<file path="config.mk">
export PLATFORM = sky130hd
export DESIGN_NAME = vmt_sqrt_cell
export DESIGN_NICKNAME = d
export VERILOG_FILES = /design/src/vmt_pkg.sv /design/src/vmt_sqrt_cell.sv
export SDC_FILE = /design/constraint.sdc
export NUM_CORES = 1
export LEC_CHECK = 0
export BUFFER_PORTS_ARGS = -buffer_cell sky130_fd_sc_hd__buf_2
export CAP_MARGIN = 0
export CORE_AREA = 2 2 336 338
export DETAILED_ROUTE_END_ITERATION = 16
export DIE_AREA = 0 0 338 340
export GPL_ROUTABILITY_DRIVEN = 0
export MAX_ROUTING_LAYER = met4
export PLACE_DENSITY = 0.45
export SETUP_SLACK_MARGIN = 0.5
export SLEW_MARGIN = 20
export SYNTH_ARGS = -nofsm -noshare
export SYNTH_HDL_FRONTEND = slang
export SYNTH_SLANG_ARGS = --single-unit
</file>
<file path="constraint.sdc">
create_clock -name clock -period 30.3 [get_ports clock]
set_clock_uncertainty 0.15 [all_clocks]
set_input_delay 4.545 -clock clock [delete_from_list [all_inputs] [get_ports clock]]
set_output_delay 4.545 -clock clock [all_outputs]
set_load 0.01 [all_outputs]
</file>
<file path="src/vmt_pkg.sv">
// Shared types and constants for the vector move-towards unit.
package vmt_pkg;

   // Widths of the fixed-point datapath.
   localparam int COORD_W   = 32;
   localparam int DIFF_W    = COORD_W + 1;
   localparam int SQ_W      = 2 * COORD_W;
   localparam int LEN_W     = SQ_W + 2;
   localparam int ROOT_W    = 33;
   localparam int ROOT_CELLS = ROOT_W;
   localparam int QUOT_W    = 32;
   localparam int DIV_CELLS = QUOT_W;
   localparam int NUM_W     = 64;
   localparam int AXES      = 3;

   // Per-item values that ride along with the arithmetic.
   typedef struct packed {
      logic [AXES-1:0][COORD_W-1:0] cur;
      logic [AXES-1:0][COORD_W-1:0] tgt;
      logic [AXES-1:0][COORD_W-1:0] dmag;
      logic [AXES-1:0]              dneg;
      logic [COORD_W-1:0]           mmag;
      logic                         mneg;
      logic                         snap;
   } vmt_carry_type;

   // One stage of the square root chain.
   typedef struct packed {
      logic                valid;
      logic [LEN_W-1:0]    rem;
      logic [ROOT_W-1:0]   root;
      vmt_carry_type       carry;
   } vmt_sqrt_type;

   // One stage of the divider chain, three lanes sharing one divisor.
   typedef struct packed {
      logic                          valid;
      logic [AXES-1:0][NUM_W-1:0]    rem;
      logic [AXES-1:0][QUOT_W-1:0]   quot;
      logic [ROOT_W-1:0]             divisor;
      vmt_carry_type                 carry;
   } vmt_div_type;

   // One result item.
   typedef struct packed {
      logic [AXES-1:0][COORD_W-1:0] pos;
      logic                         reached;
   } vmt_result_type;

endpackage

</file>
<file path="src/vmt_sqrt_cell.sv">
// One bit of the digit-by-digit integer square root chain.
module vmt_sqrt_cell
   import vmt_pkg::*;
#(
   parameter int BIT = 0
) (
   input  logic         clock,
   input  logic         reset,
   input  logic         en,
   input  vmt_sqrt_type stage_i,
   output vmt_sqrt_type stage_o
);

   vmt_sqrt_type     stage_ff;
   vmt_sqrt_type     stage_in;
   logic [LEN_W-1:0] trial;

   // Trial is (root + 2^BIT)^2 - root^2; take the bit when it fits.
   always_comb begin
      trial = ({{(LEN_W-ROOT_W){1'b0}}, stage_i.root} << (BIT + 1))
            | ({{(LEN_W-1){1'b0}}, 1'b1} << (2 * BIT));
      stage_in = stage_i;
      if (stage_i.rem >= trial) begin
         stage_in.rem  = stage_i.rem - trial;
         stage_in.root = stage_i.root | ({{(ROOT_W-1){1'b0}}, 1'b1} << BIT);
      end
   end

   // Stage register; only the valid bit is reset.
   always_ff @(posedge clock) begin
      if (reset) begin
         stage_ff.valid <= 1'b0;
      end else if (en) begin
         stage_ff <= stage_in;
      end
   end

   assign stage_o = stage_ff;

endmodule

</file>
==> flow_metrics.py <==
metrics = {
    "detailed_routing": {
        "wl_per_cell_um": 24.1,
        "drt-initial-drc-count": 727,
        "dr.pass1.iters": 5,
        "drc": 0,
        "wirelength_um": 82600,
        "ant_nets": 0,
        "viasPerCell": 3.59,
        "vias": 12300,
    },
    "setup_path": {
        "cp_data_arrival_time_ps": 8500,
        "crit_type": "primary input to flip-flop",
        "crit_start": "stage_i[328]",
        "cp-start-kind": "primary input",
        "cp_max_fo": 6,
        "reg2reg_from": "stage_o[424]",
        "cp-end-kind": "flip-flop",
        "crit_required_ps": 30520,
    },
    "global_routing": {
        "grt_overflow_total": 0,
        "antenna_found_initial": 50,
        "grt_pass1_vias": 12200,
        "grt_max_degree": 79,
        "grtUsageTotal_pct": 14.0,
        "grt_pass1_wl_um": 106000,
    },
    "yosys": {
        "synth_area_leaders": "edfxtp_1 79%, ha_1 2.6%, a21oi_1 1.8%",
        "synth_fp_nets": 1422,
        "ys_ff_latch": 425,
        "synth-xor-area-share_pct": 3.42,
        "netlist_top_cells_count": "424 x edfxtp_1, 58 x a21oi_1, 50 x nor2_1",
        "synth_compound_area_share_pct": 6.22,
        "yosysTopAreaCell": "edfxtp_1",
        "yosysMostFrequentCell": "edfxtp_1",
        "synth-edff-count": 424,
        "yosysSeqAreaShare_pct": 78.9,
        "synthArstFlopShare_pct": 0,
        "synth_top_family_by_area": "simple AND/OR/NAND/NOR gates",
        "synth_ff_type": "edfxtp_1",
        "ys_types": 58,
        "yosys_warnings": 0,
        "muxShareOfSynthArea_pct": 0.0620,
        "synth.avg_cell_area_sq_um": 16.8,
        "synth_top_area_share_pct": 78.8,
        "yosys.area_share.adder_pct": 2.76,
        "synthCells": 959,
        "syn_area_sq_mm": 0.0162,
        "synth-simple-area-share_pct": 6.62,
    },
    "cells_and_area": {
        "num-nets-final": 2312,
        "syn_to_final_growth_pct": 49.4,
        "largest_reg_flops": 425,
        "drive_above_1_share_pct": 50.5,
        "fin_cells": 3429,
        "fillers": 12000,
    },
    "place": {
        "dpl_worst_slack_ps": 21330,
        "dp_cells": 3293,
        "port_buffers": 852,
        "dp_hpwl_um": 67800,
    },
    "timing": {
        "setup_slack_ps": 22020,
        "finalSetupViolations": 0,
        "worst_pin_slew_ps": 1040,
        "fin_crit_sh_pct": 27.3,
        "timing.fmax_ghz": 0.121,
        "drv_slew": 0,
        "slew-limit-headroom_pct": 30.4,
        "min_period_ps": 8280,
        "fin_tns_setup_ps": 0,
        "hold_viol_final": 0,
        "rsz0062_at_grt": "no",
    },
    "die": {
        "die-height_um": 340,
        "start_util_pct": 14.5,
        "num_rows": 123,
        "boundaryPins": 853,
        "die-area_sq_mm": 0.115,
        "core_area_sq_mm": 0.112,
        "dieWidth_um": 338,
    },
    "power_and_ir_drop": {
        "peakVddDrop_v": 0.0000419,
        "power_density_mw_per_mm2": 64.5,
        "combPwrFrac_pct": 12.2,
        "p_total_uw": 1560,
        "clock_power_share_pct": 42.1,
        "p_int_uw": 1150,
        "p_seq_share_pct": 45.6,
        "switchingPower_uw": 407,
        "p_leak_uw": 0.00964,
        "swShare_pct": 26.2,
    },
    "cts": {
        "post_cts_buffers": 0,
        "clk-insertion-delay-late_ps": 660,
        "cts.reportedPaths.clkPinSlew_ps": 60,
        "cts_buffers": 54,
        "clockRootBuffer": "clkbuf_16",
        "ctsResizeCount": 0,
        "cts_tree": "yes",
        "clockBufferDepth": 3,
        "cts_max_level": 2,
        "clock_sinks": 425,
        "cts_hold_buf": 0,
    },
    "run": {
        "maxCapViolCount": 0,
    },
    "hold_path": {
        "hp-start": "stage_o[424]",
        "holdCritPathClass": "flip-flop to flip-flop",
    },
    "outcome": {
        "status": "completed",
    },
}
-- power groups by stage --
stage               clock network [uW]  registers, uW  logic (uW)
floorplan                            0            759        53.7
global placement                     0            722         194
detailed placement                   0            722         194
CTS                                679            711         195
global route                       697            714         205
finish                             655            710         190
-- cell families after synthesis --
| family | count (synthesis) |
|---|---|
| muxes | 1 |
| AOI/OAI and AO/OA | 159 |
| adders and majority gates | 35 |
| DFF | 425 |
| buffers and inverters | 73 |
| and+or+nand+nor | 203 |
| xor gates and xnor gates | 63 |
-- layout make-up --
| cell class | instances | area [sq um] | area share (%) |
|---|---|---|---|
| sequential | 425 | 12800 | 52.9 |
| timing repair buffer | 868 | 4380 | 18.2 |
| multi-input combinational | 461 | 3090 | 12.8 |
| tap | 1500 | 1880 | 7.78 |
| clock buffer | 64 | 1390 | 5.76 |
| clock inverter | 35 | 398 | 1.65 |
| inverter | 39 | 146 | 0.607 |
| antenna | 37 | 92.6 | 0.384 |
-- metal layers --
metal / vias to the layer above / GRT usage [%] / part of all wire, %
li1: 5548 / - / -
met3: 111 / 6.14 / 11
met1: 6053 / 14.8 / 36
met4: 0 / 5.98 / 4.3
met2: 596 / 22.8 / 48
met5: - / - / 0
-- cells in the final DEF (no fill, tap or decap), types with 4 or more instances in the layout --
cell / n
nand4_1: 24
nand3b_1: 5
nand2b_1: 4
clkbuf_16: 54
nand3_1: 14
diode_2: 37
edfxtp_1: 424
nor2_1: 50
a21o_1: 18
a31oi_1: 5
nor4_1: 15
clkbuf_1: 10
buf_2: 852
nand2_1: 45
o21ai_0: 31
a21oi_1: 58
bufinv_16: 6
clkinv_2: 5
nor3_1: 12
a21boi_0: 4
ha_1: 34
xor2_1: 31
inv_1: 39
xnor2_1: 32
o21a_1: 6
and4_1: 6
o21bai_1: 7
buf_4: 16
inv_6: 4
a211oi_1: 4
clkinv_1: 13
-- stage by stage --
step	util, %	hold WS [ps]	instance area (sq um)
2_1_floorplan	-	378	16200
3_3_place_gp	19.9	325	22200
3_5_place_dp	19.9	340	22200
4_1_cts	21.5	356	24000
5_1_grt	21.6	398	24100
6_report	21.6	355	24100
-- critical path: stages --
cell and delay, ps:
buf_2 90, inv_1 40, ha_1 350, a2111oi_0 590
o31ai_1 340, a21o_1 360, a2111oi_0 560, buf_4 240
o41a_1 430, o21ai_0 300, nor4_1 550, xor2_1 120
-- path summary, 6_finish.rpt --
check	end	slack, ps	cells past startpoint
setup / recovery	stage_o[415]	22020	12
setup reg to reg	stage_o[424]	29550	2
hold / removal	stage_o[424]	360	2
hold reg to reg	stage_o[424]	360	2
Note: power is estimated with default switching activity, not from simulation.
