File: config.mk
export PLATFORM = sky130hd
export DESIGN_NAME = vmt_div_cell
export DESIGN_NICKNAME = d
export VERILOG_FILES = /design/src/vmt_pkg.sv /design/src/vmt_div_cell.sv
export SDC_FILE = /design/constraint.sdc
export NUM_CORES = 1
export LEC_CHECK = 0
export BUFFER_PORTS_ARGS = -buffer_cell sky130_fd_sc_hd__clkbuf_2
export CAP_MARGIN = 0
export CORE_AREA = 4 4 498 500
export DETAILED_ROUTE_END_ITERATION = 12
export DIE_AREA = 0 0 502 504
export GPL_ROUTABILITY_DRIVEN = 0
export PLACE_DENSITY = 0.37
export SLEW_MARGIN = 20
export SYNTH_ARGS = -nofsm -noshare
export SYNTH_HDL_FRONTEND = slang
export SYNTH_SLANG_ARGS = --single-unit
File: constraint.sdc
create_clock -name clock -period 42.2 [get_ports clock]
set_input_delay 10.55 -clock clock [delete_from_list [all_inputs] [get_ports clock]]
set_output_delay 10.55 -clock clock [all_outputs]
set_load 0.02 [all_outputs]
File: src/vmt_pkg.sv
// Shared types and constants for the vector move-towards unit.
package vmt_pkg;

   // Widths of the fixed-point datapath.
   localparam int COORD_W   = 32;
   localparam int DIFF_W    = COORD_W + 1;
   localparam int SQ_W      = 2 * COORD_W;
   localparam int LEN_W     = SQ_W + 2;
   localparam int ROOT_W    = 33;
   localparam int ROOT_CELLS = ROOT_W;
   localparam int QUOT_W    = 32;
   localparam int DIV_CELLS = QUOT_W;
   localparam int NUM_W     = 64;
   localparam int AXES      = 3;

   // Per-item values that ride along with the arithmetic.
   typedef struct packed {
      logic [AXES-1:0][COORD_W-1:0] cur;
      logic [AXES-1:0][COORD_W-1:0] tgt;
      logic [AXES-1:0][COORD_W-1:0] dmag;
      logic [AXES-1:0]              dneg;
      logic [COORD_W-1:0]           mmag;
      logic                         mneg;
      logic                         snap;
   } vmt_carry_type;

   // One stage of the square root chain.
   typedef struct packed {
      logic                valid;
      logic [LEN_W-1:0]    rem;
      logic [ROOT_W-1:0]   root;
      vmt_carry_type       carry;
   } vmt_sqrt_type;

   // One stage of the divider chain, three lanes sharing one divisor.
   typedef struct packed {
      logic                          valid;
      logic [AXES-1:0][NUM_W-1:0]    rem;
      logic [AXES-1:0][QUOT_W-1:0]   quot;
      logic [ROOT_W-1:0]             divisor;
      vmt_carry_type                 carry;
   } vmt_div_type;

   // One result item.
   typedef struct packed {
      logic [AXES-1:0][COORD_W-1:0] pos;
      logic                         reached;
   } vmt_result_type;

endpackage

File: src/vmt_div_cell.sv
// One quotient bit of the restoring divider chain, for all three axes.
module vmt_div_cell
   import vmt_pkg::*;
#(
   parameter int BIT = 0
) (
   input  logic        clock,
   input  logic        reset,
   input  logic        en,
   input  vmt_div_type stage_i,
   output vmt_div_type stage_o
);

   vmt_div_type      stage_ff;
   vmt_div_type      stage_in;
   logic [NUM_W:0]   shifted;

   // Subtract the divisor shifted to this bit where the remainder allows it.
   always_comb begin
      shifted  = {{(NUM_W+1-ROOT_W){1'b0}}, stage_i.divisor} << BIT;
      stage_in = stage_i;
      for (int a = 0; a < AXES; a++) begin
         if ({1'b0, stage_i.rem[a]} >= shifted) begin
            stage_in.rem[a]  = stage_i.rem[a] - shifted[NUM_W-1:0];
            stage_in.quot[a] = stage_i.quot[a] | ({{(QUOT_W-1){1'b0}}, 1'b1} << BIT);
         end
      end
   end

   // Stage register; only the valid bit is reset.
   always_ff @(posedge clock) begin
      if (reset) begin
         stage_ff.valid <= 1'b0;
      end else if (en) begin
         stage_ff <= stage_in;
      end
   end

   assign stage_o = stage_ff;

endmodule

==> tab_implementation.tex <==
\begin{tabular}{lr}
\hline
Metric & Value \\
\hline
\multicolumn{2}{l}{\textbf{Status}} \\
\quad Outcome & complete, no violations \\
\multicolumn{2}{l}{\textbf{Clock tree}} \\
\quad Clock input transition at the sequential cells of the worst setup and hold paths & 0.06 ns \\
\quad Post CTS Setup Buffer Count & 0 \\
\quad CTS tree & built \\
\quad Number of sinks driven by the clock tree & 647 \\
\quad TritonCTS Buffers & 90 \\
\quad Number of buffers on the longest clock path & 3 \\
\quad Clk Latency, worst-skew pair & 0.73 ns \\
\quad H-tree lvl count & 3 \\
\quad Number of gates given a new drive strength after cts & 0 \\
\quad Root Driver & clkbuf\_16 \\
\quad Hold-fix buffers at CTS & 0 \\
\multicolumn{2}{l}{\textbf{Drt}} \\
\quad Total number of vias & 24.8k \\
\quad Final WL & 216000 um \\
\quad Vias per Instance & 3.69 \\
\quad DRC & 0 \\
\quad Number of nets with antenna violations after detailed routing & 0 \\
\quad Drt first pass iters & 6 \\
\quad Violation count after the first detailed-routing iteration & 2141 \\
\quad WL/cell & 32.2 um \\
\multicolumn{2}{l}{\textbf{Synth}} \\
\quad Register area share after synthesis & 68.4\% \\
\quad Area fraction of the dominant cell type after synthesis & 68.3\% \\
\quad Net Count, Synth & 2817 \\
\quad Mean instance size in the synthesized netlist & 13.8 um\^{}2 \\
\quad Leading register cell type out of synthesis & edfxtp\_1 \\
\quad Cell type with the largest total area after synthesis & edfxtp\_1 \\
\quad Count of mapped cells out of synthesis & 2065 \\
\quad Cell area after synthesis & 28400 um\^{}2 \\
\quad Post-synth cell types & 84 \\
\quad Flip-flop and latch count after synthesis & 647 \\
\quad Library cell with the highest instance count after synthesis & edfxtp\_1 \\
\quad Top post-synthesis cells by area & edfxtp\_1, ha\_1, a21oi\_1 \\
\quad Number of enable-type register cells in the synthesized netlist & 646 \\
\quad Leading cell types by count after synthesis & edfxtp\_1, a21oi\_1, nor2\_1 \\
\quad Share of synthesized flip-flops with an asynchronous set or reset & 0\% \\
\quad Number of warnings issued by yosys & 0 \\
\multicolumn{2}{l}{\textbf{Global routing}} \\
\quad Number of antenna violations at the first check in global routing & 143 \\
\quad Number of global-route vias before repair & 24.2k \\
\quad Combined global-route utilization of all metal layers & 16.3\% \\
\quad Largest net degree at the start of global routing & 83 \\
\quad Wire length of the first global-routing pass & 268000 um \\
\quad Global route overflow & 0 \\
\multicolumn{2}{l}{\textbf{Critical path}} \\
\quad Worst setup EP type & flip-flop \\
\quad Critical path, cell by cell & clkbuf\_2, inv\_1, ha\_1, nand2b\_1, or3\_1, nor3\_2, a31o\_1, a311o\_2, nor2b\_1, nand4\_1, xnor2\_1 \\
\quad Startpoint-to-endpoint class of the critical path & in -> reg \\
\quad Cell with the largest stage delay on the worst path & nor2b\_1 \\
\quad Critical Path Fanout Max & 30 \\
\quad Startpoint type of the worst setup path & input pin \\
\quad Required time reported for the critical path endpoint & 42.67 ns \\
\quad Worst endpoint data arrival time & 15.16 ns \\
\quad Cell family with the largest share of critical-path delay & simple AND/OR/NAND/NOR gates \\
\quad Buffering stage count on the worst path with inverters included & 2 \\
\quad Delay contributed by the slowest stage of the critical path & 0.77 ns \\
\multicolumn{2}{l}{\textbf{Place}} \\
\quad Count of input and output buffers & 1296 \\
\quad Post-detail-place hpwl & 186000 um \\
\multicolumn{2}{l}{\textbf{STA}} \\
\quad Shortest clock period the worst path allows after layout & 14.69 ns \\
\quad Setup TNS & 0 ns \\
\quad Maximum clock frequency & 0.0681 GHz \\
\quad Relative slew slack & 25.9\% \\
\quad Unrepaired setup endpoints after global routing & false \\
\quad Final clock period utilization by the worst path & 34.8\% \\
\quad Final hold slack & 0.529 ns \\
\quad Setup clock skew after layout & 0 ns \\
\quad Final Hold Violating Endpoints & 0 \\
\quad Number of slew-limit violations in the final report & 0 \\
\quad Setup violation total in the final timing report & 0 \\
\quad Slew of the pin with the lowest slew margin & 1.11 ns \\
\multicolumn{2}{l}{\textbf{Die}} \\
\quad Vertical die dimension & 504 um \\
\quad Number of placement rows & 181 \\
\quad Horizontal extent of the die & 502 um \\
\quad Initial core utilization & 11.7\% \\
\quad Die footprint & 253000 um\^{}2 \\
\quad Ports & 1297 \\
\quad Core region area & 243000 um\^{}2 \\
\multicolumn{2}{l}{\textbf{Power}} \\
\quad Total power per unit cell area & 46.5 nW/um\^{}2 \\
\quad Reg power frac & 40.3\% \\
\quad Proportion of total power due to net switching & 31.0\% \\
\quad Switching pwr & 0.604 mW \\
\quad Maximum vdd drop & 28.4 uV \\
\quad Share of total power in combinational logic & 17.5\% \\
\quad Total Power Consumption & 1.95 mW \\
\quad Clock network power share & 42.2\% \\
\quad Internal portion of total power & 1.35 mW \\
\quad Leakage power of the design & 16.5 nW \\
\multicolumn{2}{l}{\textbf{Finish}} \\
\quad Area growth syn-to-layout & 47.7\% \\
\quad Max FFs per register & 647 \\
\quad Fill cell count & 27.1k \\
\quad Fin util & 17.3\% \\
\quad Fraction of final layout cells with drive strength greater than 1 & 42.8\% \\
\quad Number of nets in the layout & 4158 \\
\multicolumn{2}{l}{\textbf{Job}} \\
\quad Count of maximum capacitance violations & 0 \\
\multicolumn{2}{l}{\textbf{Min path}} \\
\quad Min-Delay Path Class & reg -> reg \\
\hline
\end{tabular}
power by group through the flow:
stage	clock (mW)	sequential (mW)	combinational [mW]
global placement	0	0.800	0.349
floorplan	0	0.883	0.101
detailed placement	0	0.799	0.348
global route	0.880	0.791	0.361
finish	0.823	0.787	0.341
CTS	0.858	0.788	0.350
metal layers:
layer	vias to the layer above	share of wire, %	GRT usage, %
met3	363	10	6.44
met1	12400	34	16.5
met5	-	0.24	0
met2	1340	52	29.9
met4	78	4.0	6.13
li1	10600	-	-
path summary, 6_finish.rpt:
kind                     start           end  slack, ns  cells after the start
setup / recovery  stage_i[357]  stage_o[575]      27.51                     11
hold / removal    stage_o[646]  stage_o[646]       0.53                      2
setup reg to reg  stage_o[646]  stage_o[646]      41.60                      2
hold reg to reg   stage_o[646]  stage_o[646]       0.53                      2
worst register-to-register path: stages, from the launching register on:
cell and delay (ns):
dfxtp_1 0.32, mux2i_1 0.13, nor2_1 0.05
cell type report:
type,instances,area [um^2],share of cell area [%]
tap,3202,4010,9.55
timing repair buffer,1315,6630,15.8
clock inverter,58,793,1.89
clock buffer,105,2310,5.50
multi-input combinational,1289,8480,20.2
sequential,647,19400,46.3
inverter,63,236,0.564
antenna,36,90.1,0.215
logic make-up (layout without fill, tap and decap cells):
| kind of cell | count (synthesis) | count (layout) | synth area share, % |
|---|---|---|---|
| DFF | 647 | 647 | 68.4 |
| buffers and inverters | 129 | 1541 | 1.90 |
| other | 0 | 36 | 0 |
| AOI/OAI and AO/OA | 427 | 427 | 9.08 |
| xor gates and xnor gates | 181 | 181 | 5.58 |
| muxes | 8 | 8 | 0.313 |
| and+or+nand+nor | 571 | 571 | 10.2 |
| adders and majority gates | 102 | 102 | 4.57 |
cells in the final DEF, fill, tap and decap left out, drive strengths merged, types with 65 or more instances in the layout:
master  synthesis  final
edfxtp        646    646
clkbuf         43   1401
a21oi         200    200
xor2           72     72
nand2         123    123
o21ai          83     83
inv            63     65
xnor2         109    109
nor2          167    167
ha             99     99
metrics by stage:
stage | worst slack [ns] | cell area [um^2] | cells
global placement | 26.76 | 38800 | 6516
floorplan | 1.39 | 28400 | 2065
finish | 27.51 | 42000 | 6715
global route | 27.11 | 41900 | 6687
CTS | 27.43 | 41900 | 6679
detailed placement | 26.59 | 38800 | 6516
Note: power is estimated with default switching activity, not from simulation.
